### config.mk
export PLATFORM = sky130hd
export DESIGN_NAME = task_scheduler_fifo_rr_sjf_psjf
export DESIGN_NICKNAME = d
export VERILOG_FILES = /design/src/hdl/tsched_pkg.sv /design/src/hdl/task_scheduler_fifo_rr_sjf_psjf.sv /design/src/hdl/tsched_ram.sv /design/src/hdl/tsched_ctrl.sv /design/src/hdl/tsched_dp.sv
export SDC_FILE = /design/constraint.sdc
export NUM_CORES = 1
export LEC_CHECK = 0
export ABC_CLOCK_PERIOD_IN_PS = 17350
export BUFFER_PORTS_ARGS = -buffer_cell sky130_fd_sc_hd__buf_2
export CORE_AREA = 2 2 214 216
export DETAILED_ROUTE_END_ITERATION = 10
export DIE_AREA = 0 0 216 218
export GPL_TIMING_DRIVEN = 1
export PLACE_DENSITY_LB_ADDON = 0.1
export SKIP_LAST_GASP = 1
export SLEW_MARGIN = 10
export SYNTH_ARGS = -nofsm -noshare
export SYNTH_HDL_FRONTEND = slang
export SYNTH_SLANG_ARGS = --single-unit
### constraint.sdc
create_clock -name clk -period 17.35 [get_ports clk]
set_input_delay 0.8675 -clock clk [delete_from_list [all_inputs] [get_ports clk]]
set_output_delay 0.8675 -clock clk [all_outputs]
set_load 0.02 [all_outputs]
### src/hdl/tsched_pkg.sv
// Package for the task scheduler: widths, policy codes, controller states and
// the command/status structs between controller and datapath. No dependencies.
package tsched_pkg;

    localparam int MaxTasks  = 16;
    localparam int IdW       = $clog2(MaxTasks);
    localparam int CntW      = $clog2(MaxTasks + 1);
    localparam int BurstW    = 24;
    localparam int QuantW    = 16;
    localparam int ModeW     = 2;
    localparam logic [QuantW-1:0] ResetQuantum = 16'd500;

    typedef enum logic [ModeW-1:0] {
        POL_FIFO = 2'd0,
        POL_RR   = 2'd1,
        POL_SJF  = 2'd2,
        POL_PSJF = 2'd3
    } policy_t;

    localparam logic CfgIdxPolicy  = 1'b0;
    localparam logic CfgIdxQuantum = 1'b1;

    localparam logic OpTick    = 1'b0;
    localparam logic OpArrival = 1'b1;

    typedef enum logic [2:0] {
        ST_IDLE,
        ST_UPDATE,
        ST_POP,
        ST_SCAN,
        ST_COMMIT,
        ST_OUT
    } state_t;

    typedef struct packed {
        logic load;      // capture input item
        logic update;    // apply arrival or tick
        logic pop_step;  // examine one ring entry
        logic scan_init; // reset the slot scan
        logic scan_step; // examine one slot
        logic commit;    // apply the decision
        logic out_load;  // fill the output register
    } cmd_t;

    typedef struct packed {
        logic pop_needed;  // ring pop is the first choice
        logic pop_done;    // ring pop finished (found or empty)
        logic scan_needed; // a slot scan is needed
        logic scan_last;   // scan on its last slot
    } sts_t;

endpackage

### src/hdl/task_scheduler_fifo_rr_sjf_psjf.sv
// Top level of the task scheduler: controller plus datapath.
// Depends on tsched_pkg, tsched_ctrl, tsched_dp and tsched_ram.
//
// One item (a tick or a task arrival) is taken at a time and yields one result:
// the task running afterwards, a task retired on a tick, and a reject flag.
// The item passes through the update, ring-pop, slot-scan, commit and output
// states in that order. A slot scan (preemptive SJF, SJF with no running task,
// or a FIFO/round-robin restart that finds no live ring entry) walks all 16
// slots; the slot-scan walker visits one slot per cycle. Each ring entry popped
// costs a pop plus a read turnaround, and a restart may drain a full ring of
// stale entries before a scan. A new item is taken in the idle cycle after the
// previous result sits in the output register; the output register holds a
// result until it is taken.
module task_scheduler_fifo_rr_sjf_psjf (
    input  logic                              clk,
    input  logic                              rst_n,
    input  logic                              cfg_we,
    input  logic                              cfg_idx,
    input  logic [tsched_pkg::QuantW-1:0]     cfg_data,
    input  logic                              in_valid,
    output logic                              in_stall,
    input  logic                              op,
    input  logic [3:0]                        task_id,
    input  logic [tsched_pkg::BurstW-1:0]     burst_length,
    output logic                              out_valid,
    input  logic                              out_stall,
    output logic                              run_valid,
    output logic [3:0]                        run_task,
    output logic                              done_valid,
    output logic [3:0]                        done_task,
    output logic                              status
);

    tsched_pkg::cmd_t cmd;
    tsched_pkg::sts_t sts;
    logic busy;

    // hold the input side while an item is in work
    assign in_stall = busy;

    tsched_ctrl u_ctrl (
        .clk      (clk),
        .rst_n    (rst_n),
        .in_valid (in_valid),
        .in_stall (in_stall),
        .out_valid(out_valid),
        .out_stall(out_stall),
        .sts      (sts),
        .cmd      (cmd)
    );

    tsched_dp u_dp (
        .clk         (clk),
        .rst_n       (rst_n),
        .cmd         (cmd),
        .sts         (sts),
        .cfg_we      (cfg_we),
        .cfg_idx     (cfg_idx),
        .cfg_data    (cfg_data),
        .op          (op),
        .task_id     (task_id),
        .burst_length(burst_length),
        .out_stall   (out_stall),
        .busy        (busy),
        .out_valid   (out_valid),
        .run_valid   (run_valid),
        .run_task    (run_task),
        .done_valid  (done_valid),
        .done_task   (done_task),
        .status      (status)
    );

endmodule

### src/hdl/tsched_ram.sv
// Generic single-port-write, single-read RAM with registered read data.
// No dependencies.
module tsched_ram #(
    parameter int Width = 8,
    parameter int Depth = 16
) (
    input  logic                     clk,
    input  logic                     we,
    input  logic [$clog2(Depth)-1:0] waddr,
    input  logic [Width-1:0]         wdata,
    input  logic [$clog2(Depth)-1:0] raddr,
    output logic [Width-1:0]         rdata
);

    logic [Width-1:0] mem [Depth];

    always_ff @(posedge clk)
    begin
        if (we)
        begin
            mem[waddr] <= wdata;
        end
        rdata <= mem[raddr];
    end

endmodule

### src/hdl/tsched_ctrl.sv
// Controller state machine of the task scheduler.
// Depends on tsched_pkg.
module tsched_ctrl (
    input  logic               clk,
    input  logic               rst_n,
    input  logic               in_valid,
    input  logic               in_stall,
    input  logic               out_valid,
    input  logic               out_stall,
    input  tsched_pkg::sts_t   sts,
    output tsched_pkg::cmd_t   cmd
);

    tsched_pkg::state_t state_reg, state_next;

    always_ff @(posedge clk or negedge rst_n)
    begin
        if (!rst_n)
        begin
            state_reg <= tsched_pkg::ST_IDLE;
        end
        else
        begin
            state_reg <= state_next;
        end
    end

    always_comb
    begin
        state_next = state_reg;
        case (state_reg)
            tsched_pkg::ST_IDLE:
            begin
                if (in_valid && !in_stall)
                begin
                    state_next = tsched_pkg::ST_UPDATE;
                end
            end
            tsched_pkg::ST_UPDATE:
            begin
                state_next = tsched_pkg::ST_POP;
            end
            tsched_pkg::ST_POP:
            begin
                if (!sts.pop_needed || sts.pop_done)
                begin
                    state_next = tsched_pkg::ST_SCAN;
                end
            end
            tsched_pkg::ST_SCAN:
            begin
                if (!sts.scan_needed || sts.scan_last)
                begin
                    state_next = tsched_pkg::ST_COMMIT;
                end
            end
            tsched_pkg::ST_COMMIT:
            begin
                state_next = tsched_pkg::ST_OUT;
            end
            tsched_pkg::ST_OUT:
            begin
                if (!out_valid || !out_stall)
                begin
                    state_next = tsched_pkg::ST_IDLE;
                end
            end
            default:
            begin
                state_next = tsched_pkg::ST_IDLE;
            end
        endcase
    end

    always_comb
    begin
        cmd = '0;
        case (state_reg)
            tsched_pkg::ST_IDLE:
            begin
                cmd.load = in_valid && !in_stall;
            end
            tsched_pkg::ST_UPDATE:
            begin
                cmd.update = 1'b1;
            end
            tsched_pkg::ST_POP:
            begin
                cmd.pop_step = sts.pop_needed && !sts.pop_done;
                cmd.scan_init = !sts.pop_needed || sts.pop_done;
            end
            tsched_pkg::ST_SCAN:
            begin
                cmd.scan_step = sts.scan_needed;
            end
            tsched_pkg::ST_COMMIT:
            begin
                cmd.commit = 1'b1;
            end
            tsched_pkg::ST_OUT:
            begin
                cmd.out_load = !out_valid || !out_stall;
            end
            default:
            begin
                cmd = '0;
            end
        endcase
    end

`ifndef ASSERT_OFF
    a_one_cmd: assert property (@(posedge clk) disable iff (!rst_n)
        $countones({cmd.load, cmd.update, cmd.pop_step, cmd.scan_step, cmd.commit,
                    cmd.out_load}) <= 1)
        else $error("more than one controller command");
    a_update_follows_load: assert property (@(posedge clk) disable iff (!rst_n)
        cmd.load |=> cmd.update)
        else $error("update did not follow load");
    a_commit_then_out: assert property (@(posedge clk) disable iff (!rst_n)
        cmd.commit |=> state_reg == tsched_pkg::ST_OUT)
        else $error("commit not followed by output state");
`endif

endmodule

### src/hdl/tsched_dp.sv
// Datapath of the task scheduler: slot table, ready ring, running task,
// slot scan and output register. Depends on tsched_pkg and tsched_ram.
module tsched_dp (
    input  logic                              clk,
    input  logic                              rst_n,
    input  tsched_pkg::cmd_t                  cmd,
    output tsched_pkg::sts_t                  sts,
    input  logic                              cfg_we,
    input  logic                              cfg_idx,
    input  logic [tsched_pkg::QuantW-1:0]     cfg_data,
    input  logic                              op,
    input  logic [3:0]                        task_id,
    input  logic [tsched_pkg::BurstW-1:0]     burst_length,
    input  logic                              out_stall,
    output logic                              busy,
    output logic                              out_valid,
    output logic                              run_valid,
    output logic [3:0]                        run_task,
    output logic                              done_valid,
    output logic [3:0]                        done_task,
    output logic                              status
);

    localparam int IdW = tsched_pkg::IdW;
    localparam int CntW = tsched_pkg::CntW;
    localparam int BW = tsched_pkg::BurstW;
    localparam int QW = tsched_pkg::QuantW;
    localparam int NT = tsched_pkg::MaxTasks;

    // configuration
    tsched_pkg::policy_t mode_reg;
    logic [QW-1:0] quantum_reg;

    // captured item
    logic op_reg;
    logic [3:0] id_reg;
    logic [BW-1:0] burst_reg;

    // scheduler state
    logic [BW-1:0] rem_reg [NT];
    logic [NT-1:0] active_reg;
    logic [IdW-1:0] head_reg;
    logic [CntW-1:0] count_reg;
    logic [IdW-1:0] cur_reg;
    logic cur_valid_reg;
    logic [QW-1:0] slice_reg;
    logic done_v_reg;
    logic [IdW-1:0] done_t_reg;
    logic status_reg;

    // decision
    logic pop_needed_reg, pop_done_reg, pop_found_reg;
    logic [IdW-1:0] pop_id_reg;
    logic pop_rd_pending_reg;
    logic scan_needed_reg;
    logic [CntW-1:0] scan_idx_reg;
    logic scan_found_reg;
    logic [IdW-1:0] scan_best_reg;
    logic [BW-1:0] scan_best_rem_reg;
    logic scan_with_cur_reg, scan_shortest_reg;
    logic rotate_reg;

    logic ring_we;
    logic [IdW-1:0] ring_waddr, ring_wdata;
    logic [IdW-1:0] ring_rdata;

    tsched_ram #(.Width(IdW), .Depth(NT)) u_ring (
        .clk  (clk),
        .we   (ring_we),
        .waddr(ring_waddr),
        .wdata(ring_wdata),
        .raddr(head_reg),
        .rdata(ring_rdata)
    );

    logic [QW-1:0] q_eff;
    assign q_eff = (quantum_reg == '0) ? QW'(1) : quantum_reg;

    logic mode_queue;
    assign mode_queue = (mode_reg == tsched_pkg::POL_FIFO) || (mode_reg == tsched_pkg::POL_RR);

    logic id_ok;
    assign id_ok = ({1'b0, id_reg} < 5'(NT)) && !active_reg[id_reg[IdW-1:0]];

    logic [IdW-1:0] scan_slot;
    assign scan_slot = scan_idx_reg[IdW-1:0];

    logic scan_cand;
    assign scan_cand = active_reg[scan_slot]
        && (scan_with_cur_reg || !(cur_valid_reg && scan_slot == cur_reg));

    logic ring_hit;
    assign ring_hit = active_reg[ring_rdata] && !(cur_valid_reg && ring_rdata == cur_reg);

    logic [BW-1:0] cur_rem;
    assign cur_rem = rem_reg[cur_reg];

    always_comb
    begin
        sts.pop_needed = pop_needed_reg;
        sts.pop_done = pop_done_reg;
        sts.scan_needed = scan_needed_reg;
        sts.scan_last = (scan_idx_reg == CntW'(NT - 1));
    end

    // ring write: arrival push at update, rotation push at commit
    always_comb
    begin
        ring_we = 1'b0;
        ring_waddr = head_reg + count_reg[IdW-1:0];
        ring_wdata = id_reg[IdW-1:0];
        if (cmd.update && op_reg == tsched_pkg::OpArrival && id_ok && mode_queue
            && count_reg < CntW'(NT))
        begin
            ring_we = 1'b1;
        end
        else if (cmd.commit && rotate_reg && pop_found_reg && count_reg < CntW'(NT))
        begin
            ring_we = 1'b1;
            ring_wdata = cur_reg;
        end
    end

    always_ff @(posedge clk or negedge rst_n)
    begin
        if (!rst_n)
        begin
            mode_reg <= tsched_pkg::POL_FIFO;
            quantum_reg <= tsched_pkg::ResetQuantum;
            active_reg <= '0;
            head_reg <= '0;
            count_reg <= '0;
            cur_reg <= '0;
            cur_valid_reg <= 1'b0;
            slice_reg <= '0;
            busy <= 1'b0;
            out_valid <= 1'b0;
            pop_needed_reg <= 1'b0;
            pop_done_reg <= 1'b0;
            pop_found_reg <= 1'b0;
            pop_id_reg <= '0;
            pop_rd_pending_reg <= 1'b0;
            scan_needed_reg <= 1'b0;
            scan_idx_reg <= '0;
            scan_found_reg <= 1'b0;
            scan_best_reg <= '0;
            scan_best_rem_reg <= '0;
            scan_with_cur_reg <= 1'b0;
            scan_shortest_reg <= 1'b0;
            rotate_reg <= 1'b0;
        end
        else
        begin
            if (cfg_we)
            begin
                if (cfg_idx == tsched_pkg::CfgIdxPolicy)
                begin
                    mode_reg <= tsched_pkg::policy_t'(cfg_data[tsched_pkg::ModeW-1:0]);
                end
                else
                begin
                    quantum_reg <= cfg_data;
                end
            end

            if (cmd.load)
            begin
                busy <= 1'b1;
            end

            if (cmd.update)
            begin
                // pop decision needs the post-update state; set up next cycle
                if (op_reg == tsched_pkg::OpArrival)
                begin
                    if (id_ok)
                    begin
                        active_reg[id_reg[IdW-1:0]] <= 1'b1;
                        if (mode_queue && count_reg < CntW'(NT))
                        begin
                            count_reg <= count_reg + 1'b1;
                        end
                    end
                end
                else if (cur_valid_reg)
                begin
                    if (slice_reg != '1)
                    begin
                        slice_reg <= slice_reg + 1'b1;
                    end
                    if (cur_rem <= BW'(1))
                    begin
                        active_reg[cur_reg] <= 1'b0;
                        cur_valid_reg <= 1'b0;
                    end
                end
                pop_done_reg <= 1'b0;
                pop_found_reg <= 1'b0;
                pop_rd_pending_reg <= 1'b1;
                pop_needed_reg <= 1'b1; // refined on the first pop cycle
            end

            if (cmd.pop_step)
            begin
                if (pop_rd_pending_reg)
                begin
                    // first pop cycle: decide whether a pop is wanted at all
                    pop_rd_pending_reg <= 1'b0;
                    rotate_reg <= cur_valid_reg;
                    if (!(mode_queue && (!cur_valid_reg
                        || (mode_reg == tsched_pkg::POL_RR && slice_reg >= q_eff))))
                    begin
                        pop_needed_reg <= 1'b0;
                    end
                    else if (count_reg == '0)
                    begin
                        pop_done_reg <= 1'b1;
                    end
                end
                else if (count_reg == '0)
                begin
                    pop_done_reg <= 1'b1;
                end
                else
                begin
                    head_reg <= head_reg + 1'b1;
                    count_reg <= count_reg - 1'b1;
                    pop_rd_pending_reg <= 1'b1;
                    if (ring_hit)
                    begin
                        pop_found_reg <= 1'b1;
                        pop_id_reg <= ring_rdata;
                        pop_done_reg <= 1'b1;
                    end
                end
            end

            if (cmd.scan_init)
            begin
                scan_found_reg <= 1'b0;
                scan_idx_reg <= '0;
                case (mode_reg)
                    tsched_pkg::POL_FIFO, tsched_pkg::POL_RR:
                    begin
                        scan_needed_reg <= !cur_valid_reg && !pop_found_reg;
                        scan_with_cur_reg <= 1'b0;
                        scan_shortest_reg <= 1'b0;
                    end
                    tsched_pkg::POL_SJF:
                    begin
                        scan_needed_reg <= !cur_valid_reg;
                        scan_with_cur_reg <= 1'b0;
                        scan_shortest_reg <= 1'b1;
                    end
                    default:
                    begin
                        scan_needed_reg <= 1'b1;
                        scan_with_cur_reg <= 1'b1;
                        scan_shortest_reg <= 1'b1;
                    end
                endcase
            end

            if (cmd.scan_step)
            begin
                scan_idx_reg <= scan_idx_reg + 1'b1;
                if (scan_cand && (!scan_found_reg
                    || (scan_shortest_reg && rem_reg[scan_slot] < scan_best_rem_reg)))
                begin
                    scan_found_reg <= 1'b1;
                    scan_best_reg <= scan_slot;
                    scan_best_rem_reg <= rem_reg[scan_slot];
                end
            end

            if (cmd.commit)
            begin
                if (pop_found_reg)
                begin
                    if (rotate_reg && count_reg < CntW'(NT))
                    begin
                        count_reg <= count_reg + 1'b1;
                    end
                    cur_reg <= pop_id_reg;
                    cur_valid_reg <= 1'b1;
                    slice_reg <= '0;
                end
                else if (scan_needed_reg && scan_found_reg
                    && !(cur_valid_reg && scan_best_reg == cur_reg))
                begin
                    cur_reg <= scan_best_reg;
                    cur_valid_reg <= 1'b1;
                    slice_reg <= '0;
                end
                scan_needed_reg <= 1'b0;
                pop_needed_reg <= 1'b0;
            end

            if (cmd.out_load)
            begin
                out_valid <= 1'b1;
                busy <= 1'b0;
            end
            else if (out_valid && !out_stall)
            begin
                out_valid <= 1'b0;
            end
        end
    end

    // payload registers
    always_ff @(posedge clk)
    begin
        if (cmd.load)
        begin
            op_reg <= op;
            id_reg <= task_id;
            burst_reg <= burst_length;
            done_v_reg <= 1'b0;
            done_t_reg <= '0;
            status_reg <= 1'b0;
        end
        if (cmd.update)
        begin
            if (op_reg == tsched_pkg::OpArrival)
            begin
                if (id_ok)
                begin
                    rem_reg[id_reg[IdW-1:0]] <= burst_reg;
                end
                else
                begin
                    status_reg <= 1'b1;
                end
            end
            else if (cur_valid_reg)
            begin
                if (cur_rem != '0)
                begin
                    rem_reg[cur_reg] <= cur_rem - 1'b1;
                end
                if (cur_rem <= BW'(1))
                begin
                    done_v_reg <= 1'b1;
                    done_t_reg <= cur_reg;
                end
            end
        end
        if (cmd.out_load)
        begin
            run_valid <= cur_valid_reg;
            run_task <= cur_valid_reg ? 4'(cur_reg) : 4'd0;
            done_valid <= done_v_reg;
            done_task <= 4'(done_t_reg);
            status <= status_reg;
        end
    end

`ifndef ASSERT_OFF
    a_count_bound: assert property (@(posedge clk) disable iff (!rst_n)
        count_reg <= CntW'(NT))
        else $error("ring count above depth");
    a_run_active: assert property (@(posedge clk) disable iff (!rst_n)
        cmd.out_load |-> (!cur_valid_reg || active_reg[cur_reg]))
        else $error("running task not active");
    a_done_not_run: assert property (@(posedge clk) disable iff (!rst_n)
        (out_valid && done_valid && run_valid) |-> run_task != done_task)
        else $error("retired task reported running");
`endif

endmodule

After elaboration in Yosys (flattened, before gate mapping)
Memory sizes are Yosys's and may differ from the RTL's. A register that Yosys moved wholly into a read port is not among the register bits.
Cells that the tools add are included.
Widths: inputs -> output; s select.
{ "op_classes": {"n_addsub": 7, "magnitude_cmp": 10, "eq_ne": 17, "mux": 119, "bitwise": 6, "n_reduce_logical": 70} }
{ "ops": {"columns": ["operator", "n"], "rows": [
  ["$mux 16", 12],
  ["$mux 1", 72],
  ["$mux 5", 12],
  ["$mux 4", 10],
  ["$logic_and 1x1->1", 26],
  ["$le 24x1->1 const B", 1],
  ["$lt 24x24->1", 1],
  ["$mux 24", 1],
  ["$reduce_bool 24->1", 1],
  ["$reduce_or 24->1", 1],
  ["$sub 24x1->24 const B", 1],
  ["$lt 4x5->1 const B", 4],
  ["$pmux 3 s6", 1],
  ["$add 16x1->16 const B", 1],
  ["$and 16x16->16", 1],
  ["$ge 16x16->1", 1],
  ["$logic_not 16->1", 1],
  ["$ne 16x16->1 const B", 1],
  ["$not 16->16", 1],
  ["$or 16x16->16", 1],
  ["$reduce_bool 2->1", 7],
  ["$logic_not 1->1", 13],
  ["$bmux 1 s4", 3],
  ["$eq 4x4->1", 3],
  ["other kinds (28)", 53]
]} }
{ "totals": {"regBits": 161, "ram_bits": 448, "input_bits": 51, "out_inout_bits": 13, "word_cells": 266, "memories": 2} }
{ "memory_table": {"columns": ["name", "words", "word_bits", "rd", "rd_ports_with_merged_regs", "write_ports", "line_no", "text"], "rows": [
  ["u_dp.rem_reg", 16, 24, 2, 0, 1, "tsched_dp.sv:40", "logic [BW-1:0] rem_reg [NT];"],
  ["u_dp.u_ring.mem", 16, 4, 1, 1, 1, "tsched_ram.sv:15", "logic [Width-1:0] mem [Depth];"]
]} }

Depth between registers and ports, before layout
{ "logic_depth": {"depth_word": 13, "mapped_depth": 17, "mapped_depth_nobuf": 11} }

Hierarchy
A second synthesis with hierarchy kept.
{ "hier_totals": {"cells_unflattened": 1731, "area_unflattened_um2": 29196.8} }
{ "modules_own_cells": {"columns": ["module", "instances", "cells_each", "area_each_um2", "seq_area_each_um2"], "rows": [
  ["tsched_dp", 1, 1567, 26198.9, 15662.5],
  ["tsched_ram", 1, 130, 2666.3, 2001.9],
  ["tsched_ctrl", 1, 34, 331.6, 75.1]
]} }

Worst setup path before layout
OpenSTA, ideal clock, no wires.
{ "synth_timing": {"path_kind": "reg2reg", "startpoint": "register u_dp.scan_idx_reg[0]", "endpoint": "register u_dp.scan_best_rem_reg[14], read port of u_dp.rem_reg", "setup_time_ns": 0.125, "arrival_time_ns": 5.329, "required_ns": 17.225, "slack_ns": 11.896, "stages_incl_launch_ff": 18, "n_path_buf": 6, "period_less_slack_ns": 5.454, "path_cell_list": "dfrtp_1 -> clkbuf_1 -> buf_2 -> buf_1 -> buf_1 -> mux4_2 -> mux4_2 -> ha_1 -> a21o_1 -> a21o_1 -> a21o_1 -> a211o_1 -> a21oi_1 -> o21ai_0 -> a21oi_1 -> buf_2 -> buf_1 -> mux2_2"} }
{ "synth_via": {"elab_chain_len": 7, "word_cells_on_any_way": 13, "classes_between": "order compare: 1; eq/ne: 1; mux: 2; reduce/logical: 8; memory: 1"} }
{ "synth_rtl": {"columns": ["element", "line_no", "text"], "rows": [
  ["start, declared", "tsched_dp.sv:56", "logic [CntW-1:0] scan_idx_reg;"],
  ["start signal, assigned", "tsched_dp.sv:266", "scan_idx_reg <= scan_idx_reg + 1'b1;"],
  ["parallel branches: the longest is 7 deep, another holds $mem_v2 16x24", null, null],
  ["end, declared", "tsched_dp.sv:59", "logic [BW-1:0] scan_best_rem_reg;"]
]} }
Several ways; the timed one is not identified. The select of a mux whose other input is x is not followed.
A chain may end at the register's enable or synchronous reset.

Worst setup path after layout
{ "layout_timing": {"startpoint": "register u_dp.cur_reg[0]", "endpoint": "memory u_dp.rem_reg[14][13] (netlist bit), data pin"} }
{ "layout_via": {"elab_chain_len": 9, "word_cells_on_any_way": 10, "classes_between": "add/sub: 1; mux: 6; reduce/logical: 2; memory: 1"} }
{ "layout_rtl": {"columns": ["element", "line_no", "text"], "rows": [
  ["start, declared", "tsched_dp.sv:44", "logic [IdW-1:0] cur_reg;"],
  ["start signal, assigned", "tsched_dp.sv:284", "cur_reg <= pop_id_reg;"],
  ["start signal, assigned", "tsched_dp.sv:291", "cur_reg <= scan_best_reg;"],
  ["$mem_v2 16x24 *", null, null],
  ["$reduce_bool 24->1", "tsched_dp.sv:338", "if (cur_rem != '0)"],
  ["$mux 1", "tsched_dp.sv:338", null],
  ["$mux 1", "tsched_dp.sv:336", "else if (cur_valid_reg)"],
  ["$mux 1", "tsched_dp.sv:325", "if (op_reg == tsched_pkg::OpArrival)"],
  ["$mux 1", "tsched_dp.sv:323", "if (cmd.update)"],
  ["$mux 1 (implied by the code)", "tsched_dp.sv:340", "rem_reg[cur_reg] <= cur_rem - 1'b1;"],
  ["$reduce_or 24->1 (no source line)", null, null],
  ["$mux 24 (no source line) *", null, null],
  ["end, declared", "tsched_dp.sv:40", null]
]} }
Mark *: on every way between the ends. The rest lies on a longest branch, timed or not.

==> out/qor.csv <==
metric;value;unit
status;finished clean;
grt_use_met2;49.56;%
skew;28.76;ps
netlist_top_cells_count;488 x edfxtp_1, 255 x mux4_2, 109 x dfrtp_1;
yosys_warnings;0;
syn_inst;1716;
end_kind;flip-flop;
min_period;5809;ps
hold_violations;0;
slew_violations;0;
startpoint;u_dp.cur_reg[0];
hold_class;in -> async;
setup_ws;11540;ps
r2r_cells;10;
synthTopCellsByArea;edfxtp_1 51%, mux4_2 20%, dfrtp_1 9.4%;
vias;16752;
drc;0;
cts_num_sinks;613;
ys_ff_latch;613;
grt_pass1_vias;17115;
grt_setup_unrepaired;no;
grt_busiest_layer;met2;
first_iter_violations;1841;
fmax;172.1;MHz
core_area;44890;µm²
overflow;0;
ctsResizeCount;0;
leakagePower;10.90;nW
synthArstFlopShare;18.76;%
dr.pass1.iters;5;
critPathLaunchType;flip-flop;
antenna_found_initial;0;
slew_headroom;16.72;%
yosysMostFrequentCell;edfxtp_1;
grtUsageMet3;5.774;%
fp.dieArea;47090;µm²
ant_nets;0;
yosysSeqAreaShare;61.43;%
drive_gt1_share;30.23;%
gp_congestion;0.8280;
synth_top_area_share;50.75;%
io_pins;64;
die_h;218;µm
syn_nets;1818;
critPathMaxFanout;52;
area_delta_synth_final;11.20;%
synth_cell_types;73;
grt_pass1_wl;105000;µm
path_clk_slew;70;ps
p_per_area;138.5;nW/µm²
clock_latency;630;ps
r2r_start;u_dp.cur_reg[0];
yosysTopAreaCell;edfxtp_1;
synth-edff-count;488;
setup_viol;0;
maxCapViolations;0;
wl;69300;µm
track_usage;30.39;%
largest_register_ffs;384;
grtUsageMet1;42.47;%
crit_arrival;6070;ps
fill_cells;2790;
peakVddDrop;103.1;µV
seq_area;17760;µm²
grt_max_degree;73;
n_antenna_cell;0;
cts-root-buf;clkbuf_16;
drt-wirelength-per-cell;28.45;µm
cts_setup_buffers;0;
cts-buffers-inserted;61;
fin_hold_ws;256.1;ps
setup_tns;0;ps
clockBufferDepth;3;
die_w;216;µm
cp.required;17610;ps
placement_rows;78;
via_per_inst;6.877;
synth_ff_type;edfxtp_1;
port_buffers;63;
post-route-util;71.53;%
dp_slack;11530;ps
worst_pin_slew;1240;ps
cts_tree;built;
layout.nets;1890;
avgSynthCellArea;16.83;µm²
post-route-period-util;33.48;%
dpl.hpwl;41010;µm
multi_input_area;10700;µm²
synth_area;28880;µm²
cts_hold_buf;0;
cts_htree_levels;2;
critPathKind;reg -> reg;
floorplan.initialDensity;64.33;%
## layout by cell type (no fill, tap or decap), types with 35 or more instances in the layout
master     count
a21oi_1       46
edfxtp_1     488
mux4_2       255
dfrtp_1      104
inv_1         57
ha_1          50
clkbuf_16     61
mux2_2        53
buf_4         46
nand2_1      107
o21ai_0       35
nor2_1        73
buf_2         62
## where the power goes
| part | internal [mW] | switching (mW) | leakage, nW |
|---|---|---|---|
| registers | 1.74 | 0.156 | 5.96 |
| clock network | 0.789 | 0.550 | 0.975 |
| logic | 0.581 | 0.636 | 3.97 |
| total | 3.10 | 1.34 | 10.9 |
## per-stage QoR
stage | area (µm²) | total power [mW] | std cells
floorplan | 28880 | 2.791 | 1716
CTS | 32110 | 4.464 | 2436
global placement | 30080 | 3.103 | 2325
global route | 32110 | 4.638 | 2436
detailed placement | 30080 | 3.130 | 2325
finish | 32110 | 4.446 | 2436
## cell type report
class	count	share of cell area (%)
Clock buffer	67	4.824
Clock inverter	44	1.492
Inverter	58	0.6780
Multi-Input combinational cell	946	33.33
Sequential cell	613	55.29
Tap cell	600	2.338
Timing Repair Buffer	108	2.042
## worst max-delay path, cell delays in order (launching register included)
cell       delay (ps)
dfrtp_4           770
buf_4             740
mux4_2            590
a22oi_1           230
nand2_1           200
or4b_1            680
nand4bb_4         400
o31ai_4           290
buf_4             520
nor3_1            140
a21oi_1           820
## layer usage
layer  up-vias  wire (µm)
met2       819      34230
met1      8733      26800
met4         0       1972
li1       7056          -
met3       144       6299
met5         -          0
## final timing paths
kind / endpoint / slack, ps
worst max-delay path: u_dp.rem_reg[14][13] / 11540
worst min-delay path: u_dp.scan_best_rem_reg[4] / 260
worst max register to register: u_dp.rem_reg[14][13] / 11540
worst min register to register: u_dp.done_task[3] / 430
max in group asynchronous: u_dp.cur_reg[0] / 15550
min in group clk: u_dp.burst_reg[17] / 410
## logic make-up (layout without fill, tap and decap cells)
family	after synthesis	after routing	share of synthesized area, %
compound gates	210	210	4.701
xor+xnor	54	54	1.638
fa+ha+maj	51	51	2.236
buf+inv	157	277	2.322
flops	613	613	61.43
mux	314	314	22.16
simple gates	317	317	5.511
No activity file was read; power rests on OpenSTA's default activity.
